File: src/design/ssam_pkg.sv
// Package for the substring search unit: request/result structs, sizes, codes.
// Depends on nothing; used by every module of the block.
`default_nettype none

package ssam_pkg;

    // Size bounds
    localparam int MAX_PATTERN = 32;
    localparam int MAX_TEXT    = 256;
    localparam int LEN_W       = $clog2(MAX_PATTERN + 1);
    localparam int POS_W       = $clog2(MAX_TEXT + 1);

    // Result queue
    localparam int FIFO_DEPTH  = 4;
    localparam int PTR_W       = $clog2(FIFO_DEPTH);
    localparam int LVL_W       = $clog2(FIFO_DEPTH + 1);

    // Codes
    localparam logic       CMD_PATTERN  = 1'b0;
    localparam logic       CMD_TEXT     = 1'b1;
    localparam logic       KIND_MATCH   = 1'b0;
    localparam logic       KIND_SUMMARY = 1'b1;
    localparam logic [7:0] NUL_BYTE     = 8'h00;
    localparam logic [7:0] COUNT_MAX    = 8'hFF;

    typedef struct packed {
        logic       cmd;
        logic [7:0] data_byte;
        logic       end_of_string;
    } item_t;

    typedef struct packed {
        logic       kind;
        logic [7:0] position;
        logic       found;
        logic [7:0] match_count;
        logic       overflow;
        logic       final_item;
    } result_t;

    // Broadcast control for the cell chain
    typedef struct packed {
        logic       clear;
        logic       shift;
        logic [7:0] data_byte;
    } cell_ctl_t;

endpackage

`default_nettype wire

File: src/design/substring_search_all_matches_unit.sv
// Top level of the substring search unit: pattern/text control, cell chain, result queue.
// Depends on ssam_pkg, ssam_cell and ssam_result_fifo.
//
//   channel  | valid         | stall         | payload
//   ---------+---------------+---------------+-------------------
//   requests | item_valid    | item_stall    | item   (item_t)
//   results  | result_valid  | result_stall  | result (result_t)
//
// One request per cycle; a text byte is matched against the whole pattern in the
// cycle it is taken, since each cell of the chain checks its own pattern byte.
// A text byte gives at most two results (match report, summary) into a 4-entry queue;
// requests stall only while that queue holds more than two results.
// Results are held in the registered result queue. Reset is asynchronous and needs no sweep.
`default_nettype none

module substring_search_all_matches_unit import ssam_pkg::*; (
    input  wire logic    clk,
    input  wire logic    rst_n,
    input  wire logic    item_valid,
    output logic         item_stall,
    input  wire item_t   item,
    output logic         result_valid,
    input  wire logic    result_stall,
    output result_t      result
);

    logic [LEN_W-1:0] len_reg, len_next;
    logic [POS_W-1:0] pos_reg, pos_next;
    logic [7:0]       first_reg, first_next;
    logic             found_reg, found_next;
    logic [7:0]       count_reg, count_next;
    logic             complete_reg, complete_next;
    logic             pat_ovf_reg, pat_ovf_next;
    logic             txt_ovf_reg, txt_ovf_next;

    logic             accept, is_text, nonzero, restart, text_eos, pop;
    logic [LEN_W-1:0] len_eff;
    cell_ctl_t        ctl;
    logic [MAX_PATTERN-1:0] load_vec, last_vec, hit_now_vec, hit_vec, prev_vec;
    logic             hit, empty_pat, ovf_out;
    logic [POS_W-1:0] pos_inc, pos_upd;
    logic [7:0]       start, cnt_hit, first_upd, count_upd, cnt_empty;
    logic             found_upd, txt_ovf_upd;
    result_t          match_rpt, summary;
    logic [1:0]       push_n;
    logic [LVL_W-1:0] level;

    // Request handshake
    assign accept     = item_valid && !item_stall;
    assign item_stall = (level > LVL_W'(FIFO_DEPTH - 2));
    assign is_text    = (item.cmd == CMD_TEXT);
    assign nonzero    = (item.data_byte != NUL_BYTE);
    assign restart    = accept && !is_text && complete_reg;
    assign text_eos   = accept && is_text && item.end_of_string;
    assign len_eff    = restart ? '0 : len_reg;

    // Broadcast to the chain
    assign ctl.clear     = restart || text_eos;
    assign ctl.shift     = accept && is_text && nonzero && (pos_reg < POS_W'(MAX_TEXT));
    assign ctl.data_byte = item.data_byte;

    // Cell chain: cell k holds pattern byte k
    for (genvar k = 0; k < MAX_PATTERN; k++)
    begin : g_cell
        assign load_vec[k] = accept && !is_text && nonzero && (len_eff == LEN_W'(k));
        assign last_vec[k] = (len_reg == LEN_W'(k + 1));
        if (k == 0)
        begin : g_head
            assign prev_vec[k] = 1'b1;
        end
        else
        begin : g_body
            assign prev_vec[k] = hit_vec[k-1];
        end
        ssam_cell u_cell (
            .clk      (clk),
            .rst_n    (rst_n),
            .ctl      (ctl),
            .load     (load_vec[k]),
            .prev_hit (prev_vec[k]),
            .hit_now  (hit_now_vec[k]),
            .hit      (hit_vec[k])
        );
    end

    // Match detection and updated text statistics
    assign hit         = ctl.shift && (len_reg != '0) && !pat_ovf_reg
                         && ((hit_now_vec & last_vec) != '0);
    assign pos_inc     = pos_reg + POS_W'(1);
    assign pos_upd     = ctl.shift ? pos_inc : pos_reg;
    assign start       = 8'(pos_inc - POS_W'(len_reg));
    assign cnt_hit     = (count_reg == COUNT_MAX) ? count_reg : count_reg + 8'd1;
    assign found_upd   = found_reg || hit;
    assign first_upd   = (hit && !found_reg) ? start : first_reg;
    assign count_upd   = hit ? cnt_hit : count_reg;
    assign txt_ovf_upd = txt_ovf_reg
                         || (accept && is_text && nonzero && (pos_reg >= POS_W'(MAX_TEXT)));
    assign ovf_out     = pat_ovf_reg || txt_ovf_upd;
    assign empty_pat   = (len_reg == '0) && !pat_ovf_reg;
    assign cnt_empty   = (pos_upd >= POS_W'(COUNT_MAX)) ? COUNT_MAX : 8'(pos_upd) + 8'd1;

    // Result records
    always_comb
    begin
        match_rpt.kind        = KIND_MATCH;
        match_rpt.position    = start;
        match_rpt.found       = 1'b1;
        match_rpt.match_count = cnt_hit;
        match_rpt.overflow    = ovf_out;
        match_rpt.final_item  = !item.end_of_string;

        summary.kind          = KIND_SUMMARY;
        summary.position      = empty_pat ? 8'd0 : (found_upd ? first_upd : 8'd0);
        summary.found         = empty_pat ? 1'b1 : found_upd;
        summary.match_count   = empty_pat ? cnt_empty : count_upd;
        summary.overflow      = ovf_out;
        summary.final_item    = 1'b1;
    end

    assign push_n = 2'(hit) + 2'(text_eos);
    assign pop    = result_valid && !result_stall;

    ssam_result_fifo u_fifo (
        .clk       (clk),
        .rst_n     (rst_n),
        .push_n    (push_n),
        .entry0    (hit ? match_rpt : summary),
        .entry1    (summary),
        .pop       (pop),
        .not_empty (result_valid),
        .head      (result),
        .level     (level)
    );

    // Pattern and text state
    always_comb
    begin
        len_next      = len_reg;
        pos_next      = pos_reg;
        first_next    = first_reg;
        found_next    = found_reg;
        count_next    = count_reg;
        complete_next = complete_reg;
        pat_ovf_next  = pat_ovf_reg;
        txt_ovf_next  = txt_ovf_reg;
        if (accept && !is_text)
        begin
            len_next     = len_eff + LEN_W'(nonzero && (len_eff < LEN_W'(MAX_PATTERN)));
            pat_ovf_next = (restart ? 1'b0 : pat_ovf_reg)
                           || (nonzero && (len_eff >= LEN_W'(MAX_PATTERN)));
            complete_next = item.end_of_string || (restart ? 1'b0 : complete_reg);
            if (restart)
            begin
                pos_next     = '0;
                first_next   = '0;
                found_next   = 1'b0;
                count_next   = '0;
                txt_ovf_next = 1'b0;
            end
        end
        else if (accept)
        begin
            complete_next = 1'b1;
            if (item.end_of_string)
            begin
                pos_next     = '0;
                first_next   = '0;
                found_next   = 1'b0;
                count_next   = '0;
                txt_ovf_next = 1'b0;
            end
            else
            begin
                pos_next     = pos_upd;
                first_next   = first_upd;
                found_next   = found_upd;
                count_next   = count_upd;
                txt_ovf_next = txt_ovf_upd;
            end
        end
    end

    always_ff @(posedge clk or negedge rst_n)
    begin
        if (!rst_n)
        begin
            len_reg      <= '0;
            pos_reg      <= '0;
            first_reg    <= '0;
            found_reg    <= 1'b0;
            count_reg    <= '0;
            complete_reg <= 1'b0;
            pat_ovf_reg  <= 1'b0;
            txt_ovf_reg  <= 1'b0;
        end
        else
        begin
            len_reg      <= len_next;
            pos_reg      <= pos_next;
            first_reg    <= first_next;
            found_reg    <= found_next;
            count_reg    <= count_next;
            complete_reg <= complete_next;
            pat_ovf_reg  <= pat_ovf_next;
            txt_ovf_reg  <= txt_ovf_next;
        end
    end

endmodule

`default_nettype wire

File: src/design/ssam_cell.sv
// One cell of the matcher chain: a pattern byte and a partial-match bit.
// Depends on ssam_pkg.
`default_nettype none

module ssam_cell import ssam_pkg::*; (
    input  wire logic      clk,
    input  wire logic      rst_n,
    input  wire cell_ctl_t ctl,
    input  wire logic      load,
    input  wire logic      prev_hit,
    output logic           hit_now,
    output logic           hit
);

    logic [7:0] pat_byte_reg;
    logic       hit_reg;
    logic       hit_next;

    // Pattern byte, written once per pattern
    always_ff @(posedge clk)
    begin
        if (load)
        begin
            pat_byte_reg <= ctl.data_byte;
        end
    end

    // Prefix of length index+1 ends at the incoming byte
    assign hit_now = prev_hit && (ctl.data_byte == pat_byte_reg);

    always_comb
    begin
        hit_next = hit_reg;
        if (ctl.clear)
        begin
            hit_next = 1'b0;
        end
        else if (ctl.shift)
        begin
            hit_next = hit_now;
        end
    end

    always_ff @(posedge clk or negedge rst_n)
    begin
        if (!rst_n)
        begin
            hit_reg <= 1'b0;
        end
        else
        begin
            hit_reg <= hit_next;
        end
    end

    assign hit = hit_reg;

endmodule

`default_nettype wire

File: src/design/ssam_result_fifo.sv
// Small result queue: takes up to two results per cycle, gives one.
// Depends on ssam_pkg.
`default_nettype none

module ssam_result_fifo import ssam_pkg::*; (
    input  wire logic    clk,
    input  wire logic    rst_n,
    input  wire logic [1:0] push_n,
    input  wire result_t entry0,
    input  wire result_t entry1,
    input  wire logic    pop,
    output logic         not_empty,
    output result_t      head,
    output logic [LVL_W-1:0] level
);

    result_t              mem [FIFO_DEPTH];
    logic [PTR_W-1:0]     wr_ptr_reg, wr_ptr_next;
    logic [PTR_W-1:0]     rd_ptr_reg, rd_ptr_next;
    logic [LVL_W-1:0]     level_reg, level_next;

    // Entry storage
    always_ff @(posedge clk)
    begin
        if (push_n != 2'd0)
        begin
            mem[wr_ptr_reg] <= entry0;
        end
        if (push_n == 2'd2)
        begin
            mem[wr_ptr_reg + PTR_W'(1)] <= entry1;
        end
    end

    // Pointers and fill level
    always_comb
    begin
        wr_ptr_next = wr_ptr_reg + PTR_W'(push_n);
        rd_ptr_next = rd_ptr_reg + PTR_W'(pop);
        level_next  = level_reg + LVL_W'(push_n) - LVL_W'(pop);
    end

    always_ff @(posedge clk or negedge rst_n)
    begin
        if (!rst_n)
        begin
            wr_ptr_reg <= '0;
            rd_ptr_reg <= '0;
            level_reg  <= '0;
        end
        else
        begin
            wr_ptr_reg <= wr_ptr_next;
            rd_ptr_reg <= rd_ptr_next;
            level_reg  <= level_next;
        end
    end

    assign not_empty = (level_reg != '0);
    assign head      = mem[rd_ptr_reg];
    assign level     = level_reg;

endmodule

`default_nettype wire

File: config.mk
export PLATFORM = sky130hd
export DESIGN_NAME = substring_search_all_matches_unit
export DESIGN_NICKNAME = d
export VERILOG_FILES = /design/src/design/ssam_pkg.sv /design/src/design/substring_search_all_matches_unit.sv /design/src/design/ssam_cell.sv /design/src/design/ssam_result_fifo.sv
export SDC_FILE = /design/constraint.sdc
export NUM_CORES = 1
export LEC_CHECK = 0
export BUFFER_PORTS_ARGS = -buffer_cell sky130_fd_sc_hd__buf_2
export CAP_MARGIN = 20
export CORE_AREA = 8 8 220 243
export CTS_BUF_LIST = sky130_fd_sc_hd__clkbuf_16
export CTS_CLUSTER_SIZE = 16
export DETAILED_ROUTE_END_ITERATION = 7
export DIE_AREA = 0 0 228 251
export HOLD_SLACK_MARGIN = 0.08
export PLACE_DENSITY = 0.64
export SLEW_MARGIN = 30
export SYNTH_ARGS = -nofsm -noshare
export SYNTH_HDL_FRONTEND = slang
export SYNTH_SLANG_ARGS = --single-unit
File: constraint.sdc
create_clock -name clk -period 10.1 [get_ports clk]
set_input_delay 2.02 -clock clk [delete_from_list [all_inputs] [get_ports clk]]
set_output_delay 2.02 -clock clk [all_outputs]
set_load 0.01 [all_outputs]
==> out/qor.yml, run 1 <==
via_count: 12400
grt_first_pass_wirelength_um: 72800
largest_register_ffs: 256
synth_top_family_by_area: "XOR/XNOR gates"
cp-end-kind: "register"
crit_chain: "buf_4, buf_4, xnor2_1, nand4_1, nor3_1, a2111oi_0, nand4_1, nor4_4, nor3_2, buf_4, inv_2, ha_1, nor2_1, and2_1, nor2_1, inv_1, nand2_1, a21oi_1"
io_pins: 36
placed_area_mm2: 0.0202
tightest_slew_ps: 947
synthesis.instances: 1546
wirelength_um: 45900
path_clk_slew_ps: 60
min_period_over_period: 0.698
numPortBuffers: 35
r2r_cells: 16
worstPathArrival_ps: 7360
n_antenna_cell: 0
cts_tree: "built"
vdd_drop_max_mv: 0.145
synth-compound-area-share: 0.0650
clk_latency_ps: 590
cp_slowest_cell: "a2111oi_0"
grt_max_degree: 75
p_per_area_mw_per_mm2: 209
dr.pass1.iters: 5
ys_types: 74
cts-buffers-inserted: 45
max_slew_margin: 0.368
r2r-start: "len_reg[0]"
synth_edf_count: 328
ys_seq_area_frac: 0.609
synth_mux_area_frac: 0.0280
worst_setup_path_start_kind: "input pin"
tns_ps: 0
grtUsageTotal: 0.158
initial_utilization: 0.393
synthArstFlopShare: 0.178
status: "finished, final reports clean"
synthXorXnorAreaFrac: 0.129
cp_max_fo: 36
hold_violations: 0
grt_overflow: 0
dp_hpwl_um: 29700
crit_required_ps: 10410
nets: 1599
rrSetupSlack_ps: 4400
drv_cap: 0
setup-violations-final: 0
rsz0062_at_grt: "no"
syn_nets: 1580
die-width_um: 228
power.leakage_uw: 0.00707
synth-main-ff-cell: "edfxtp_1"
rr_endpoint: "u_fifo.mem[1][2]"
min_from: "u_fifo.mem[0][0]"
synth_area_mm2: 0.0194
grt_antenna_before_repair: 1
ys_ff_latch: 409
vias_per_cell: 5.47
drt_iter0_drc: 1214
drive_above_1_share: 0.103
critPathKind: "input pin to register"
yosys.area_share.simple: 0.126
clockBufferDepth: 3
synth_fa_ha_area_frac: 0.0136
grt_pass1_vias: 12400
cts_hold_buf: 0
fin_crit_ps: 7050
synthToLayoutAreaGrowth_pct: 11.3
rows: 86
post-route-drc-count: 0
avgSynthCellArea_um2: 12.6
routedWlPerCell_um: 20.3
final_area_mm2: 0.0216
slew_violations: 0
die_h_um: 251
max_freq_ghz: 0.142
place_congestion: 0.874
htreeDepth: 2
cp_common_cell: "buf_4"
cts_setup_buffers: 0
fin_worst_skew_ps: 32.7
cpPeakStageDelay_ps: 750
yosysWarnings: 0
cts.sinks: 409
hold_depth: 1
core_mm2: 0.0495
ctsResizeCount: 0
ant_nets: 0
holdPathEnd: "u_fifo.mem[0][0]"
fp.dieArea_mm2: 0.0572
fillers: 4546
root_buffer: "clkbuf_16"
min_path_type: "register to register"
layout make-up:
cell class | count | area (µm²) | share of cell area
Multi-Input combinational cell | 1026 | 7040 | 0.325
Timing Repair Buffer | 57 | 383 | 0.0177
Inverter | 26 | 97.6 | 0.00451
Clock inverter | 37 | 338 | 0.0156
Tap cell | 660 | 826 | 0.0382
Clock buffer | 45 | 1130 | 0.0520
Sequential cell | 409 | 11800 | 0.547
layout by cell type (no fill, tap or decap), types with 5 or more instances in the layout:
master | netlist | final
a211oi_1 | 9 | 9
a21o_1 | 8 | 8
a21oi_1 | 72 | 72
a31oi_1 | 8 | 8
and2_1 | 10 | 10
and3_1 | 8 | 8
buf_2 | 18 | 26
buf_4 | 16 | 30
clkbuf_16 | 0 | 45
clkinv_1 | 1 | 8
clkinv_2 | 0 | 8
dfrtp_1 | 73 | 73
dfxtp_1 | 8 | 8
edfxtp_1 | 328 | 328
ha_1 | 18 | 18
inv_1 | 24 | 32
mux2i_1 | 6 | 6
mux4_2 | 20 | 20
nand2_1 | 125 | 125
nand2b_1 | 9 | 8
nand3_1 | 48 | 48
nand4_1 | 46 | 46
nor2_1 | 113 | 112
nor2b_1 | 8 | 8
nor3_1 | 32 | 32
nor4_1 | 44 | 44
o21ai_0 | 26 | 26
o21bai_1 | 8 | 8
o22a_1 | 5 | 5
o22ai_1 | 34 | 34
or2_2 | 5 | 5
or3_1 | 7 | 7
or4_1 | 12 | 12
xnor2_1 | 234 | 234
xor2_1 | 52 | 52
power by group:
group	total [µW]	leakage, µW	internal [µW]	switching, µW
sequential	1990	0.00403	1880	106
combinational	927	0.00230	344	583
clock	1610	0.000743	925	690
total	4530	0.00707	3150	1380
layer usage:
layer	GRT usage	part of all wire
met1	0.203	0.43
met2	0.270	0.49
met3	0.0299	0.056
met4	0.0479	0.026
met5	0	0.00024
cell usage after synthesis, types with 24 or more instances:
cell type,count,area share
edfxtp_1,328,0.51
xnor2_1,234,0.11
nand2_1,125,0.024
nor2_1,113,0.022
dfrtp_1,73,0.094
a21oi_1,72,0.019
xor2_1,52,0.023
nand3_1,48,0.012
nand4_1,46,0.015
nor4_1,44,0.014
clkbuf_1,35,0.0068
o22ai_1,34,0.011
nor3_1,32,0.0082
o21ai_0,26,0.0067
inv_1,24,0.0046
cell families after synthesis:
group                      after synthesis
and+or+nand+nor                        489
DFF                                    409
xor gates and xnor gates               286
AOI/OAI and AO/OA                      202
buffers and inverters                  111
muxes                                   29
adders and majority gates               20
through the flow:
stage	cells	util	power (µW)	setup slack, ps	hold slack (ps)
finish	2260	0.437	4530	3050	490
global route	2260	0.437	4720	2780	517
detailed placement	2178	0.408	2950	2570	477
CTS	2260	0.437	4560	3200	492
floorplan	1546	-	2630	4350	453
global placement	2176	0.407	2920	2420	463
critical path: cells and delay by family:
family                   cells  cell delay (ps)
buffers and inverters        5             1930
XOR/XNOR                     1              160
AO/OA/AOI/OAI                2              800
adder cells (fa/ha/maj)      1              260
AND/OR/NAND/NOR              9             2150
how the worst max path moves through the flow:
stage | depth (start not counted) | slack [ps] | from | end
after floorplan | 14 | 4350 | item[3] | u_fifo.mem[3][10]
after global placement | 18 | 2420 | item[6] | u_fifo.mem[1][2]
after detailed placement | 18 | 2570 | item[6] | u_fifo.mem[1][2]
after CTS | 17 | 3200 | item[6] | u_fifo.mem[1][0]
after global routing | 18 | 2780 | item[1] | u_fifo.mem[1][2]
final | 18 | 3050 | item[6] | u_fifo.mem[1][2]
No activity file was read; power rests on OpenSTA's default activity.
==> run 2: changes to the inputs <==
Settings changed: PLACE_DENSITY 0.64 to 0.66.
Clock period 10.1 ns to 6.06 ns, I/O delays scaled along.
==> out/qor.yml, run 2 (synthesized netlist as in run 1, its figures left out) <==
clockBufferDepth: 3  # unchanged
drv_cap: 0  # unchanged
r2r-start: "len_reg[2]"
hold_violations: 0  # unchanged
die-width_um: 228  # unchanged
dr.pass1.iters: 5  # unchanged
cts.sinks: 409  # unchanged
min_path_type: "input pin to async pin"
dp_hpwl_um: 29400  # -1.1%
routedWlPerCell_um: 19.8  # -2.4%
fin_crit_ps: 4950
tns_ps: 0  # unchanged
crit_required_ps: 6360  # -4050 ps
p_sw_frac: 0.304  # about the same
wirelength_um: 45200  # -1.6%
mostFrequentLayoutCell: "edfxtp_1"
via_count: 12400  # +0.49%
ant_nets: 0  # unchanged
worst_setup_path_start_kind: "input pin"
path_clk_slew_ps: 60  # about the same
p_clk_frac: 0.337  # -0.019
placed_area_mm2: 0.0204  # +1.0%
post-route-drc-count: 0  # unchanged
final_area_mm2: 0.0217  # +0.26%
power.share.sequential: 0.456  # +0.017
largest_register_ffs: 256  # unchanged
ctsResizeCount: 0  # unchanged
r2r_cells: 14  # -2
finalPower_uw: 7320  # +62%
numPortBuffers: 35  # unchanged
rows: 86  # unchanged
rsz0062_at_grt: "no"
root_buffer: "clkbuf_16"
vdd_drop_max_mv: 0.354  # +140%
cp_max_fo: 34  # -5.6%
synthToLayoutAreaGrowth_pct: 11.6
fin_worst_skew_ps: 20.4  # -12.3 ps
n_antenna_cell: 0  # unchanged
power_switching_uw: 2230  # +62%
nets: 1618  # +1.2%
p_per_area_mw_per_mm2: 337  # +61%
slew_violations: 0  # unchanged
grt_max_degree: 72  # -4.0%
min_period_over_period: 0.816
cts_hold_buf: 0  # unchanged
worstPathArrival_ps: 5250  # -2110 ps
initial_utilization: 0.393  # unchanged
grt_pass1_vias: 12600  # +1.1%
cts_setup_buffers: 0  # unchanged
grt_antenna_before_repair: 1  # unchanged
htreeDepth: 2  # unchanged
internal_power_uw: 5090  # +62%
tightest_slew_ps: 943  # -4.73 ps
die_h_um: 251  # unchanged
drive_above_1_share: 0.109  # +0.00628
rrSetupSlack_ps: 1220  # -3180 ps
fp.dieArea_mm2: 0.0572  # unchanged
power.leakage_uw: 0.00711  # +0.60%
seq_area_mm2: 0.0118  # unchanged
cp-end-kind: "register"
fillers: 4531  # -0.33%
max_freq_ghz: 0.202
grt_first_pass_wirelength_um: 71900  # -1.2%
io_pins: 36  # unchanged
grtUsageTotal: 0.156  # -0.00227
pwr-share-comb: 0.207  # +0.002
max_slew_margin: 0.372  # +0.00315
cts-buffers-inserted: 43  # -4.4%
rr_endpoint: "u_fifo.mem[3][2]"
place_congestion: 0.887  # +1.5%
core_mm2: 0.0495  # unchanged
clk_latency_ps: 570  # -20 ps
critPathKind: "input pin to register"
cts_tree: "built"
grt_overflow: 0  # unchanged
drt_iter0_drc: 1209  # -0.41%
setup-violations-final: 0  # unchanged
status: "finished, final reports clean"
vias_per_cell: 5.46  # -0.31%
multi_input_area_mm2: 0.00704  # about the same
most-common-layout-cells: "328 x edfxtp_1, 234 x xnor2_1, 125 x nand2_1"
==> run 2: cell types whose count changed in the layout (fill, tap and decap cells not counted), sizes merged <==
cell and change:
buf +21, clkinv +4, bufinv -2, clkbuf -2, inv -3
==> run 2: critical path, cell delays in order <==
cell	delay (ps)
buf_4	450
buf_4	340
xnor2_1	100
nand3_1	120
nor4_1	70
o21ai_0	400
nand4_1	250
nor4_4	430
nor3_2	140
inv_2	160
ha_1	260
and3b_1	230
nor2_1	580
inv_1	80
buf_4	250
nand2_1	90
a21oi_1	40
==> run 2: layout make-up <==
cell class              instances  area share
clock buffers                  43      0.0496
multi-input cells            1026       0.325
repair buffers                 78      0.0270
inverters                      26     0.00450
well taps                     660      0.0381
flip-flops and latches        409       0.545
clock inverters                36      0.0108
==> run 2: metrics by stage <==
stage                      util  std cells  setup WS [ps]  hold slack [ps]
after global routing      0.438       2278            778              482
after global placement    0.412       2199            585              465
final                     0.438       2278           1110              489
after floorplan               -       1546           1120              453
after CTS                 0.438       2278           1140              470
after detailed placement  0.412       2199            529              474
==> run 2: worst max path at each step <==
| stage | startpoint | end |
|---|---|---|
| floorplan | item[3] | u_fifo.mem[3][10] |
| global placement | item[8] | u_fifo.mem[3][2] |
| detailed placement | item[2] | u_fifo.mem[3][2] |
| CTS | item[8] | u_fifo.mem[3][2] |
| global route | item[8] | u_fifo.mem[3][2] |
| finish | item[8] | u_fifo.mem[3][2] |
==> run 2: power groups by stage <==
stage | Combinational (µW) | Sequential, µW | Clock, µW
finish | 1520 | 3340 | 2460
detailed placement | 1530 | 3390 | 0
global route | 1670 | 3350 | 2630
CTS | 1540 | 3330 | 2510
floorplan | 1140 | 3240 | 0
global placement | 1510 | 3380 | 0
==> run 2: metal layers <==
| metal | vias to the layer above | share of wire | track usage |
|---|---|---|---|
| met2 | 404 | 0.49 | 0.263 |
| met1 | 6194 | 0.43 | 0.201 |
| met5 | - | 0 | 0 |
| met3 | 86 | 0.062 | 0.0304 |
| li1 | 5744 | - | - |
| met4 | 0 | 0.026 | 0.0493 |
==> run 3: changes to the inputs <==
Clock period 6.06 ns to 4.1 ns, I/O delays scaled along.
==> out/qor.yml, run 3 (synthesized netlist as in run 1, its figures left out) <==
cts_tree: "built"
cp_slowest_cell: "nor4_4"
setup-violations-final: 0  # unchanged
startpoint: "item[4]"
routedWlPerCell_um: 19.3  # -2.7%
numPortBuffers: 35  # unchanged
mostFrequentLayoutCell: "edfxtp_1"
nets: 1799  # +11%
max_slew_margin: 0.446  # +0.0748
path_clk_slew_ps: 60  # about the same
io_pins: 36  # unchanged
worst_setup_path_start_kind: "input pin"
die-width_um: 228  # unchanged
crit_required_ps: 4400  # -1960 ps
fin_crit_ps: 3900
p_per_area_mw_per_mm2: 483  # +43%
rr_endpoint: "u_fifo.level[2]"
r2r_cells: 16  # +2
instances_no_fill: 2465  # +8.2%
grt_pass1_vias: 13500  # +7.0%
drv_cap: 0  # unchanged
cp_max_fo: 17  # -50%
dr.pass1.iters: 5  # unchanged
grt_overflow: 0  # unchanged
vdd_drop_max_mv: 0.357  # +1.0%
post-route-drc-count: 0  # unchanged
synthToLayoutAreaGrowth_pct: 20.4
grt_antenna_before_repair: 1  # unchanged
crit_chain: "buf_4, buf_4, xnor2_1, nand4_1, nor4_1, buf_4, o21ai_1, nand4_1, nor4_4, nor3_2, buf_4, ha_4, inv_2, nor3_1, buf_4, nor2_2, inv_4, buf_12, nand2_1, a21oi_1"
rsz0062_at_grt: "no"
worstPathArrival_ps: 4200  # -1050 ps
hold_violations: 0  # unchanged
cp-end-kind: "register"
via_count: 13100  # +5.4%
tightest_slew_ps: 827  # -115 ps
placed_cells: 2378  # +8.1%
cts.sinks: 409  # unchanged
cp_common_cell: "buf_4"
min_period_over_period: 0.952
final_core_util: 0.473  # +0.0346
critPathKind: "input pin to register"
place_congestion: 0.871  # -1.7%
cpPeakStageDelay_ps: 450  # -130 ps
core_mm2: 0.0495  # unchanged
vias_per_cell: 5.31  # -2.6%
die_h_um: 251  # unchanged
cts-buffers-inserted: 45  # +4.7%
grtUsageTotal: 0.165  # +0.00891
min_path_type: "input pin to async pin"
fin_hold_ws_ps: 202  # -287 ps
clockBufferDepth: 3  # unchanged
largest_register_ffs: 256  # unchanged
rows: 86  # unchanged
grt_max_degree: 45  # -38%
drt_iter0_drc: 1097  # -9.3%
power.leakage_uw: 0.00812  # +14%
initial_utilization: 0.393  # unchanged
finalPower_uw: 11300  # +54%
r2r-start: "len_reg[3]"
dp_hpwl_um: 33400  # +14%
ant_nets: 0  # unchanged
htreeDepth: 2  # unchanged
fp.dieArea_mm2: 0.0572  # unchanged
slew_violations: 0  # unchanged
max_freq_ghz: 0.256
clk_latency_ps: 580  # about the same
fin_worst_skew_ps: 18.9  # -1.53 ps
wirelength_um: 47600  # +5.2%
drive_above_1_share: 0.213  # +0.104
most-common-layout-cells: "328 x edfxtp_1, 234 x xnor2_1, 210 x buf_4"
rrSetupSlack_ps: 250  # -970 ps
root_buffer: "clkbuf_16"
status: "finished, final reports clean"
grt_first_pass_wirelength_um: 76100  # +5.7%
==> run 3: cell types whose count changed in the layout (fill, tap and decap cells not counted), moves of 3 or more <==
cell,change
buf_12,+16
buf_4,+164
clkbuf_16,+3
clkinv_1,-5
dfrtp_1,-3
dfrtp_2,+3
diode_2,+3
inv_1,+3
inv_2,+3
nor2_1,-6
nor2_2,+5
nor2b_1,-5
nor2b_2,+4
==> run 3: worst max-delay path by stage <==
stage / to / cells past startpoint / slack (ps)
3_5_place_dp: u_fifo.mem[3][12] / 17 / -640
3_3_place_gp: u_fifo.mem[3][12] / 17 / -610
5_1_grt: u_fifo.mem[3][6] / 17 / 30
2_1_floorplan: u_fifo.mem[1][2] / 18 / -10
6_report: u_fifo.mem[1][2] / 20 / 200
4_1_cts: u_fifo.mem[3][12] / 15 / 1
==> run 3: critical path: cells and delay by family <==
| kind | cells | cell delay, ps |
|---|---|---|
| buffers and inverters | 8 | 1370 |
| AO/OA/AOI/OAI | 2 | 300 |
| AND/OR/NAND/NOR | 8 | 1370 |
| adder cells (fa/ha/maj) | 1 | 160 |
| XOR/XNOR | 1 | 150 |
==> run 3: layout make-up <==
| cell class | instances | area, µm² |
|---|---|---|
| multi-input cells | 1026 | 7140 |
| inverters | 26 | 103 |
| clock buffers | 46 | 1150 |
| clock inverters | 38 | 220 |
| fillers | 4434 | 26100 |
| diodes | 3 | 7.51 |
| repair buffers | 257 | 2130 |
| flip-flops and latches | 409 | 11800 |
| well taps | 660 | 826 |
==> run 3: report_power, final <==
group / internal (µW) / total, µW / leakage (µW) / switching [µW]
Sequential: 4640 / 4860 / 0.00402 / 226
Clock: 2110 / 3760 / 0.000733 / 1650
Combinational: 1130 / 2680 / 0.00336 / 1550
Total: 7870 / 11300 / 0.00812 / 3430
==> run 3: per-stage QoR <==
stage                     cell area (µm²)  TNS (ps)  setup WS, ps
after floorplan                     19500     -15.4         -10.0
after global placement              22000    -60150          -606
after detailed placement            22000    -65050          -645
after CTS                           23300         0          1.38
after global routing                23400         0          28.3
final                               23400         0           197
==> run 3: routing by layer <==
| metal | global-route usage | share of wire |
|---|---|---|
| met2 | 0.286 | 0.49 |
| met4 | 0.0493 | 0.023 |
| met1 | 0.213 | 0.42 |
| met5 | 0 | 0 |
| met3 | 0.0231 | 0.059 |
==> run 3: repair_timing <==
item,in CTS,in global routing
hold buffers,0,0
resized for setup,1,16
endpoints found under the setup margin,7,130
buffers inserted,0,0
cloned,0,0
